### config.mk
export PLATFORM = sky130hd
export DESIGN_NAME = axis_band_classifier
export DESIGN_NICKNAME = d
export VERILOG_FILES = /design/src/sv/axbc_pkg.sv /design/src/sv/axis_band_classifier.sv
export SDC_FILE = /design/constraint.sdc
export NUM_CORES = 2
export LEC_CHECK = 0
export BUFFER_PORTS_ARGS = -buffer_cell sky130_fd_sc_hd__buf_2
export CAP_MARGIN = 5
export CORE_ASPECT_RATIO = 0.7
export CORE_MARGIN = 5
export CORE_UTILIZATION = 40
export DETAILED_ROUTE_END_ITERATION = 6
export SETUP_SLACK_MARGIN = 0.05
export SKIP_LAST_GASP = 1
export SYNTH_ARGS = -nofsm -noshare
export SYNTH_HDL_FRONTEND = slang
export SYNTH_SLANG_ARGS = --single-unit
### constraint.sdc
create_clock -name i_clk -period 13.42 [get_ports i_clk]
set_input_delay 3.355 -clock i_clk [delete_from_list [all_inputs] [get_ports i_clk]]
set_output_delay 3.355 -clock i_clk [all_outputs]
set_load 0.02 [all_outputs]
### src/sv/axbc_pkg.sv
// Shared types and constants for the axis band classifier.
// No dependencies; every other file refers to it by scoped names.
package axbc_pkg;

    localparam int MAX_BANDS  = 16;
    localparam int BAND_W     = $clog2(MAX_BANDS);
    localparam int COORD_BITS = 32;
    localparam int CNT_W      = 32;
    localparam logic [CNT_W-1:0] CNT_MAX = '1;

    localparam logic [1:0] KIND_WRITE    = 2'd0;
    localparam logic [1:0] KIND_CLASSIFY = 2'd1;
    localparam logic [1:0] KIND_CLEAR    = 2'd2;

    localparam logic [1:0] AXIS_X = 2'd0;
    localparam logic [1:0] AXIS_Y = 2'd1;

    localparam logic REG_AXIS_SELECT  = 1'b0;
    localparam logic REG_BANDS_IN_USE = 1'b1;

    typedef enum logic {
        ST_IDLE,
        ST_UPDATE
    } t_state;

endpackage

### src/sv/axis_band_classifier.sv
// Axis band classifier: band table, parallel matching and hit counters.
// Depends on axbc_pkg.
//
// Usage
//   Input channel (i_in_valid / o_in_ready) carries one item: a band write,
//   a point to classify or a counter clear. Output channel (o_out_valid /
//   i_out_ready) returns exactly one result item per input item.
//   The APB port sets axis_select (0x0) and bands_in_use (0x4); write it
//   only while the block is idle.
// Sequencing
//   An item is matched against all bands in use in the cycle it is accepted and
//   the hit count of the matched band is read from the counter memory; the
//   next cycle does the saturating increment, the write back and loads the
//   output register. No new item is accepted while an item is in the update
//   state, so the read-modify-write of the counter memory completes first.
// Reset and stall
//   Reset empties the band table, zeroes all counters, sets axis_select to
//   2 and bands_in_use to 0. While the receiver stalls, the result holds in
//   the output register and no new item is accepted once it is full.
module axis_band_classifier (
    input  logic                      i_clk,
    input  logic                      i_rst_n,
    input  logic                      psel,
    input  logic                      penable,
    input  logic                      pwrite,
    input  logic [2:0]                paddr,
    input  logic [31:0]               pwdata,
    output logic [31:0]               prdata,
    output logic                      pready,
    input  logic                      i_in_valid,
    output logic                      o_in_ready,
    input  logic [1:0]                i_kind,
    input  logic [3:0]                i_entry_slot,
    input  logic signed [31:0]        i_lower_bound,
    input  logic signed [31:0]        i_upper_bound,
    input  logic [7:0]                i_paint_code,
    input  logic signed [31:0]        i_coord_x,
    input  logic signed [31:0]        i_coord_y,
    input  logic signed [31:0]        i_coord_z,
    output logic                      o_out_valid,
    input  logic                      i_out_ready,
    output logic                      o_matched,
    output logic [3:0]                o_hit_band,
    output logic [7:0]                o_hit_state,
    output logic [31:0]               o_band_hits,
    output logic [31:0]               o_miss_total
);

    localparam int NB = axbc_pkg::MAX_BANDS;
    localparam int BW = axbc_pkg::BAND_W;
    localparam int CW = axbc_pkg::CNT_W;
    localparam int XW = axbc_pkg::COORD_BITS;

    axbc_pkg::t_state r_state, n_state;

    logic [1:0]  r_axis_select;
    logic [4:0]  r_bands_in_use;
    logic        cfg_wr;

    logic signed [XW-1:0] r_band_start [NB];
    logic signed [XW-1:0] r_band_end   [NB];
    logic [7:0]           r_band_paint [NB];

    logic [CW-1:0] mem_hits [NB];
    logic [CW-1:0] r_rd_hits;
    logic [NB-1:0] r_hits_vld;

    logic [1:0]    r_kind;
    logic          r_found;
    logic [BW-1:0] r_band;
    logic [7:0]    r_paint;
    logic [CW-1:0] r_miss, n_miss;

    logic          r_out_valid;
    logic          r_matched;
    logic [3:0]    r_hit_band;
    logic [7:0]    r_hit_state;
    logic [CW-1:0] r_band_hits;
    logic [CW-1:0] r_miss_total;

    logic                 in_accept;
    logic                 load_out;
    logic                 mem_we;
    logic signed [XW-1:0] coord;
    logic [NB-1:0]        band_used, cont_vec, eq_vec, gt_vec;
    logic [BW-1:0]        cont_idx, eq_idx, find_idx;
    logic                 find_ok;
    logic [CW-1:0]        cnt_cur, cnt_next;
    logic                 is_hit;

    // Configuration port
    assign pready = 1'b1;
    assign cfg_wr = psel & penable & pwrite & pready;

    always_ff @(posedge i_clk) begin
        if (!i_rst_n) begin
            r_axis_select  <= 2'd2;
            r_bands_in_use <= '0;
        end else if (cfg_wr) begin
            case (paddr[2])
                axbc_pkg::REG_AXIS_SELECT:  r_axis_select  <= pwdata[1:0];
                axbc_pkg::REG_BANDS_IN_USE: r_bands_in_use <= pwdata[4:0];
                default: ;
            endcase
        end
    end

    always_comb begin
        case (paddr[2])
            axbc_pkg::REG_AXIS_SELECT:  prdata = {30'd0, r_axis_select};
            axbc_pkg::REG_BANDS_IN_USE: prdata = {27'd0, r_bands_in_use};
            default:                    prdata = '0;
        endcase
    end

    // Band table
    always_ff @(posedge i_clk) begin
        if (!i_rst_n) begin
            for (int i = 0; i < NB; i++) begin
                r_band_start[i] <= '0;
                r_band_end[i]   <= '0;
                r_band_paint[i] <= '0;
            end
        end else if (in_accept && i_kind == axbc_pkg::KIND_WRITE
                     && 32'(i_entry_slot) < 32'(NB)) begin
            r_band_start[BW'(i_entry_slot)] <= i_lower_bound;
            r_band_end[BW'(i_entry_slot)]   <= i_upper_bound;
            r_band_paint[BW'(i_entry_slot)] <= i_paint_code;
        end
    end

    // Band matching
    always_comb begin
        case (r_axis_select)
            axbc_pkg::AXIS_X: coord = i_coord_x;
            axbc_pkg::AXIS_Y: coord = i_coord_y;
            default:          coord = i_coord_z;
        endcase
    end

    always_comb begin
        for (int i = 0; i < NB; i++) begin
            band_used[i] = 32'(i) < 32'(r_bands_in_use);
            cont_vec[i]  = band_used[i] && coord >= r_band_start[i] && coord < r_band_end[i];
            eq_vec[i]    = band_used[i] && r_band_end[i] == coord;
            gt_vec[i]    = band_used[i] && r_band_end[i] > coord;
        end
    end

    always_comb begin
        cont_idx = '0;
        eq_idx   = '0;
        for (int i = NB - 1; i >= 0; i--) begin
            if (cont_vec[i]) cont_idx = BW'(i);
            if (eq_vec[i])   eq_idx   = BW'(i);
        end
        if (|cont_vec) begin
            find_ok  = 1'b1;
            find_idx = cont_idx;
        end else begin
            find_ok  = ~(|gt_vec) & (|eq_vec);
            find_idx = eq_idx;
        end
    end

    // Item stage
    always_ff @(posedge i_clk) begin
        if (in_accept) begin
            r_kind  <= i_kind;
            r_found <= find_ok && i_kind == axbc_pkg::KIND_CLASSIFY;
            r_band  <= find_idx;
            r_paint <= r_band_paint[find_idx];
        end
    end

    // Hit counter memory
    always_ff @(posedge i_clk) begin
        if (mem_we) mem_hits[r_band] <= cnt_next;
        if (in_accept) r_rd_hits <= mem_hits[find_idx];
    end

    assign cnt_cur  = r_hits_vld[r_band] ? r_rd_hits : '0;
    assign cnt_next = (cnt_cur == axbc_pkg::CNT_MAX) ? cnt_cur : cnt_cur + 1'b1;
    assign is_hit   = r_kind == axbc_pkg::KIND_CLASSIFY && r_found;

    always_comb begin
        case (r_kind)
            axbc_pkg::KIND_CLASSIFY:
                n_miss = (!r_found && r_miss != axbc_pkg::CNT_MAX) ? r_miss + 1'b1 : r_miss;
            axbc_pkg::KIND_CLEAR:
                n_miss = '0;
            default:
                n_miss = r_miss;
        endcase
    end

    always_ff @(posedge i_clk) begin
        if (!i_rst_n) begin
            r_hits_vld <= '0;
            r_miss     <= '0;
        end else if (load_out) begin
            r_miss <= n_miss;
            if (r_kind == axbc_pkg::KIND_CLEAR) begin
                r_hits_vld <= '0;
            end else if (mem_we) begin
                r_hits_vld[r_band] <= 1'b1;
            end
        end
    end

    // Sequencer
    always_comb begin
        case (r_state)
            axbc_pkg::ST_IDLE:   n_state = in_accept ? axbc_pkg::ST_UPDATE : axbc_pkg::ST_IDLE;
            axbc_pkg::ST_UPDATE: n_state = axbc_pkg::ST_IDLE;
            default:             n_state = axbc_pkg::ST_IDLE;
        endcase
    end

    always_comb begin
        case (r_state)
            axbc_pkg::ST_IDLE: begin
                o_in_ready = !r_out_valid || i_out_ready;
                load_out   = 1'b0;
            end
            axbc_pkg::ST_UPDATE: begin
                o_in_ready = 1'b0;
                load_out   = 1'b1;
            end
            default: begin
                o_in_ready = 1'b0;
                load_out   = 1'b0;
            end
        endcase
    end

    assign in_accept = i_in_valid && o_in_ready;
    assign mem_we    = load_out && is_hit;

    always_ff @(posedge i_clk) begin
        if (!i_rst_n) begin
            r_state <= axbc_pkg::ST_IDLE;
        end else begin
            r_state <= n_state;
        end
    end

    // Output register
    always_ff @(posedge i_clk) begin
        if (!i_rst_n) begin
            r_out_valid <= 1'b0;
        end else if (load_out) begin
            r_out_valid <= 1'b1;
        end else if (i_out_ready) begin
            r_out_valid <= 1'b0;
        end
    end

    always_ff @(posedge i_clk) begin
        if (load_out) begin
            r_matched    <= is_hit;
            r_hit_band   <= is_hit ? 4'(r_band) : '0;
            r_hit_state  <= is_hit ? r_paint : '0;
            r_band_hits  <= is_hit ? cnt_next : '0;
            r_miss_total <= n_miss;
        end
    end

    assign o_out_valid  = r_out_valid;
    assign o_matched    = r_matched;
    assign o_hit_band   = r_hit_band;
    assign o_hit_state  = r_hit_state;
    assign o_band_hits  = r_band_hits;
    assign o_miss_total = r_miss_total;

    // Checks
    a_update_out_free: assert property (@(posedge i_clk) disable iff (!i_rst_n)
        r_state == axbc_pkg::ST_UPDATE |-> !r_out_valid)
        else $error("output register full during update");

    a_accept_to_update: assert property (@(posedge i_clk) disable iff (!i_rst_n)
        in_accept |=> r_state == axbc_pkg::ST_UPDATE)
        else $error("accepted item did not enter update");

    a_result_follows: assert property (@(posedge i_clk) disable iff (!i_rst_n)
        $rose(o_out_valid) |-> $past(r_state == axbc_pkg::ST_UPDATE))
        else $error("result without an item in update");

    a_miss_fields_zero: assert property (@(posedge i_clk) disable iff (!i_rst_n)
        o_out_valid && !o_matched |-> o_hit_band == '0 && o_band_hits == '0)
        else $error("unmatched result carries band data");

endmodule
==> out/results.ini <==
[timing]
min_period_ns=10.42
number_of_pins_with_negative_max_slew_slack_in_the_final_report=0
final-hold-violation-count=0
max-slew-margin-rel=0.0927
whs_ns=0.475
worst_pin_slew_ns=1.32
rsz_0062_raised_after_global_routing=false
timing.clock.skew_ns=0.0726
fmax_mhz=96.0
finalSetupViolations=0
period_share=0.776
fin_setup_tns_ns=0

[setup_path]
slowest_stage=sky130_fd_sc_hd__a211oi_1
crit_type=primary input to flip-flop
critical_path.cell_chain=buf_2, mux2i_1, o21ai_2, buf_4, inv_1, ha_1, nand4_1, nor4_1, a21boi_0, o31a_1, o21ai_0, a211oi_1, a32oi_1, nand2_1, or4_1, o21a_4, inv_2, nor3_2, buf_12, a22oi_1, and3_1
worst_ep_arrival_time_ns=10.98
ff2ff_setup_slack_ns=4.49
worstSetupStartpointType=primary input
crit_required_ns=13.99
worst_setup_path_end_kind=flip-flop
timing.rr.start=r_axis_select[0]
timing.critical_path.fanout_max=36
crit-reg2reg-capture=r_rd_hits[25]
worst_path_largest_cell_delay_ns=1.06
worst-r2r-cell-count=20

[drt]
route.detailed.drc=0
drtIter0Drc=6767
dr_total_vias=67000
drt-wirelength-per-cell_um=25.7
drtPass1Iterations=6
antenna_violating_nets_post_route=0
route.final.wire_length_mm=303
vias_per_cell=5.69

[worst_hold_path]
hold_path_end=r_hits_vld[0]
holdPathStages=2
worst_hold_startpoint=r_hits_vld[0]
holdCritPathClass=flip-flop to flip-flop

[synthesis]
ys_flop_type=sky130_fd_sc_hd__edfxtp_1
netlist-cell-type-count=90
synth_area_leader_cell=sky130_fd_sc_hd__edfxtp_1
avgSynthCellArea_um2=12.3
synthesis.instances=8027
synth_simple_gate_area_frac=0.140
synthArstFlopShare=0
synth_largest_type_area_fraction=0.544
post_synth_xor_area_fraction=0.00532
netlist_area_mm2=0.0988
synthMuxAreaShare=0.0261
yosysWarningCount=0
number_of_enable_type_register_cells_in_the_synthesized_netlist=1788
synth_fa_ha_area_frac=0.130
synth_top_family_by_area=simple AND/OR/NAND/NOR gates
ys_seq_elements=1845
synth_area_leaders=sky130_fd_sc_hd__edfxtp_1 (54%), sky130_fd_sc_hd__ha_1 (13%), sky130_fd_sc_hd__and2_1 (7.4%), sky130_fd_sc_hd__mux2i_1 (2.4%), sky130_fd_sc_hd__inv_1 (2.3%)
synth-compound-area-share=0.102
synth-seq-area-share=0.555

[place]
place_congestion=0.913
place_hpwl_mm=190
postPlaceCellArea_mm2=0.105
place.port_buffers=270

[clocking]
cts_tree=yes
worst_skew_pair.late_latency_ns=0.85
clockRootBuffer=sky130_fd_sc_hd__clkbuf_16
cts_max_path_buffers=4
cts_buffers=198
postCtsSetupBuffers=0
post_cts.resized_instances=0
h-tree-depth=4
clock-sinks=1845
clkSlewWorstSetupHoldPaths_ns=0.06
post_cts_hold_buffer_count=0

[floorplan]
initial_utilization=0.402
floorplan.core_area_mm2=0.246
placementRows=152
dieWidth_um=604
design.portCount=328
fp.dieH_um=426
design.die.area_mm2=0.257

[global_routing]
grt.overflow.total=0
grt_pass1_wl_mm=437
grt_usage=0.228
first_global_vias=65700
maximum_number_of_pins_on_one_net_before_global_route_repair=160
antenna_found_initial=59

[final_layout]
final_cell_area_mm2=0.111
final_nets=9525
area_delta_synth_final_pct=12.0
layout-drive-gt1-share=0.0983
fill_cells=21900

[power]
leakage_nw=43.7
vdd.ir_drop.worst_mv=0.0973
power_density_mw_per_mm2=123

[outcome]
outcome=complete, no violations

[run]
maxCapViolations=0

[logic make-up after synthesis]
| logic type | Yosys count |
|---|---|
| buffers and inverters | 1003 |
| other | 2 |
| xor gates and xnor gates | 60 |
| and+or+nand+nor | 2436 |
| DFF | 1845 |
| adders and majority gates | 1029 |
| AOI/OAI and AO/OA | 1402 |
| muxes | 250 |
[synthesized netlist by cell type, types with 10 or more instances]
| library cell | instances |
|---|---|
| sky130_fd_sc_hd__mux2_2 | 12 |
| sky130_fd_sc_hd__a21boi_0 | 11 |
| sky130_fd_sc_hd__buf_1 | 13 |
| sky130_fd_sc_hd__buf_4 | 41 |
| sky130_fd_sc_hd__xnor2_1 | 20 |
| sky130_fd_sc_hd__a211oi_1 | 51 |
| sky130_fd_sc_hd__clkbuf_1 | 328 |
| sky130_fd_sc_hd__o211ai_1 | 38 |
| sky130_fd_sc_hd__a31oi_1 | 27 |
| sky130_fd_sc_hd__a22oi_1 | 87 |
| sky130_fd_sc_hd__nor4_1 | 37 |
| sky130_fd_sc_hd__nor2b_1 | 85 |
| sky130_fd_sc_hd__mux2i_1 | 232 |
| sky130_fd_sc_hd__and3_1 | 76 |
| sky130_fd_sc_hd__nand2b_1 | 31 |
| sky130_fd_sc_hd__ha_1 | 1028 |
| sky130_fd_sc_hd__o21a_1 | 28 |
| sky130_fd_sc_hd__nor3_1 | 88 |
| sky130_fd_sc_hd__o211a_1 | 170 |
| sky130_fd_sc_hd__or2_2 | 10 |
| sky130_fd_sc_hd__and4_1 | 30 |
| sky130_fd_sc_hd__o41ai_1 | 43 |
| sky130_fd_sc_hd__nand4_1 | 209 |
| sky130_fd_sc_hd__o31ai_1 | 12 |
| sky130_fd_sc_hd__or4_1 | 18 |
| sky130_fd_sc_hd__nand4b_1 | 13 |
| sky130_fd_sc_hd__a21o_1 | 134 |
| sky130_fd_sc_hd__buf_2 | 19 |
| sky130_fd_sc_hd__xor2_1 | 40 |
| sky130_fd_sc_hd__or3_1 | 15 |
| sky130_fd_sc_hd__inv_1 | 596 |
| sky130_fd_sc_hd__o21ai_0 | 187 |
| sky130_fd_sc_hd__nand2_1 | 253 |
| sky130_fd_sc_hd__nand3_1 | 133 |
| sky130_fd_sc_hd__edfxtp_1 | 1788 |
| sky130_fd_sc_hd__nor2_1 | 247 |
| sky130_fd_sc_hd__a21oi_1 | 325 |
| sky130_fd_sc_hd__a2111oi_0 | 180 |
| sky130_fd_sc_hd__dfxtp_1 | 57 |
| sky130_fd_sc_hd__and2_1 | 1175 |
| sky130_fd_sc_hd__a221oi_1 | 16 |
[state kept, by name (all words and copies together), names as in the netlist]
| register | cells |
|---|---|
| o_matched | 1 |
| r_kind | 2 |
| r_band_end | 512 |
| r_state | 1 |
| r_band | 4 |
| r_axis_select | 2 |
| r_found | 1 |
| o_hit_band | 4 |
| o_band_hits | 32 |
| mem_hits | 512 |
| r_band_paint | 128 |
| r_miss | 32 |
| o_hit_state | 8 |
| r_bands_in_use | 5 |
| o_out_valid | 1 |
| r_hits_vld | 16 |
| r_rd_hits | 32 |
| r_paint | 8 |
| o_miss_total | 32 |
| r_band_start | 512 |
[cell usage in the layout (no fill, tap or decap), types with 40 or more instances in the layout]
cell,instances
sky130_fd_sc_hd__a2111oi_0,179
sky130_fd_sc_hd__a211oi_1,51
sky130_fd_sc_hd__a21o_1,134
sky130_fd_sc_hd__a21oi_1,325
sky130_fd_sc_hd__a22oi_1,87
sky130_fd_sc_hd__and2_1,1174
sky130_fd_sc_hd__and3_1,76
sky130_fd_sc_hd__buf_2,269
sky130_fd_sc_hd__buf_4,158
sky130_fd_sc_hd__clkbuf_1,54
sky130_fd_sc_hd__clkbuf_16,201
sky130_fd_sc_hd__clkinv_1,46
sky130_fd_sc_hd__dfxtp_1,54
sky130_fd_sc_hd__edfxtp_1,1788
sky130_fd_sc_hd__ha_1,1028
sky130_fd_sc_hd__inv_1,595
sky130_fd_sc_hd__mux2i_1,232
sky130_fd_sc_hd__nand2_1,253
sky130_fd_sc_hd__nand3_1,133
sky130_fd_sc_hd__nand4_1,209
sky130_fd_sc_hd__nor2_1,220
sky130_fd_sc_hd__nor2b_1,85
sky130_fd_sc_hd__nor3_1,77
sky130_fd_sc_hd__o211a_1,170
sky130_fd_sc_hd__o21ai_0,143
sky130_fd_sc_hd__o41ai_1,43
sky130_fd_sc_hd__xor2_1,40
[worst max-delay path: cells and delay by family]
family	cells	cell delay [ns]
adder cells (fa/ha/maj)	1	0.49
AND/OR/NAND/NOR	6	2.54
multiplexers	1	0.07
AO/OA/AOI/OAI	8	2.65
buffers and inverters	5	1.79
[per-layer routing]
metal	wire length, um	vias to the layer above	track usage
met4	10000	2	0.0821
met2	132000	2608	0.345
li1	-	30500	-
met5	13	-	0
met3	24000	506	0.0329
met1	137000	33400	0.334
[worst max path at each step]
stage,from,to,slack (ns),cells past startpoint
after floorplan,i_out_ready,r_band_end[12][0],1.60,8
after global placement,i_coord_y[11],r_rd_hits[18],2.70,21
after detailed placement,i_coord_y[11],r_rd_hits[18],2.60,21
after CTS,i_coord_y[11],r_rd_hits[25],3.42,21
after global routing,i_coord_y[11],r_rd_hits[25],2.86,21
final,i_coord_y[11],r_rd_hits[25],3.00,21
[cell type report]
type                            instances  area [um^2]  share of cell area
Tap cell                             3311         4140              0.0374
Sequential cell                      1845        54800               0.496
Clock inverter                         99          771             0.00697
Timing Repair Buffer                  434         2670              0.0242
Clock buffer                          255         5230              0.0473
Antenna cell                           37         92.6            0.000837
Inverter                              597         2240              0.0203
Multi-Input combinational cell       5205        40700               0.367
[stage by stage]
| stage | setup slack, ns | power (mW) | std cells | util |
|---|---|---|---|---|
| final | 3.00 | 13.6 | 11800 | 0.451 |
| after global routing | 2.86 | 14.1 | 11800 | 0.450 |
| after CTS | 3.42 | 13.7 | 11700 | 0.450 |
| after detailed placement | 2.60 | 8.40 | 11400 | 0.426 |
| after global placement | 2.70 | 8.35 | 11400 | 0.426 |
| after floorplan | 1.60 | 7.74 | 8053 | - |
[report_power, final]
group | leakage [nW] | internal (mW) | total [mW] | switching [mW]
clock network | 2.91 | 2.94 | 5.26 | 2.33
registers | 18.0 | 6.52 | 6.61 | 0.0892
logic | 22.7 | 0.526 | 1.70 | 1.17
Note: power is estimated with default switching activity, not from simulation.
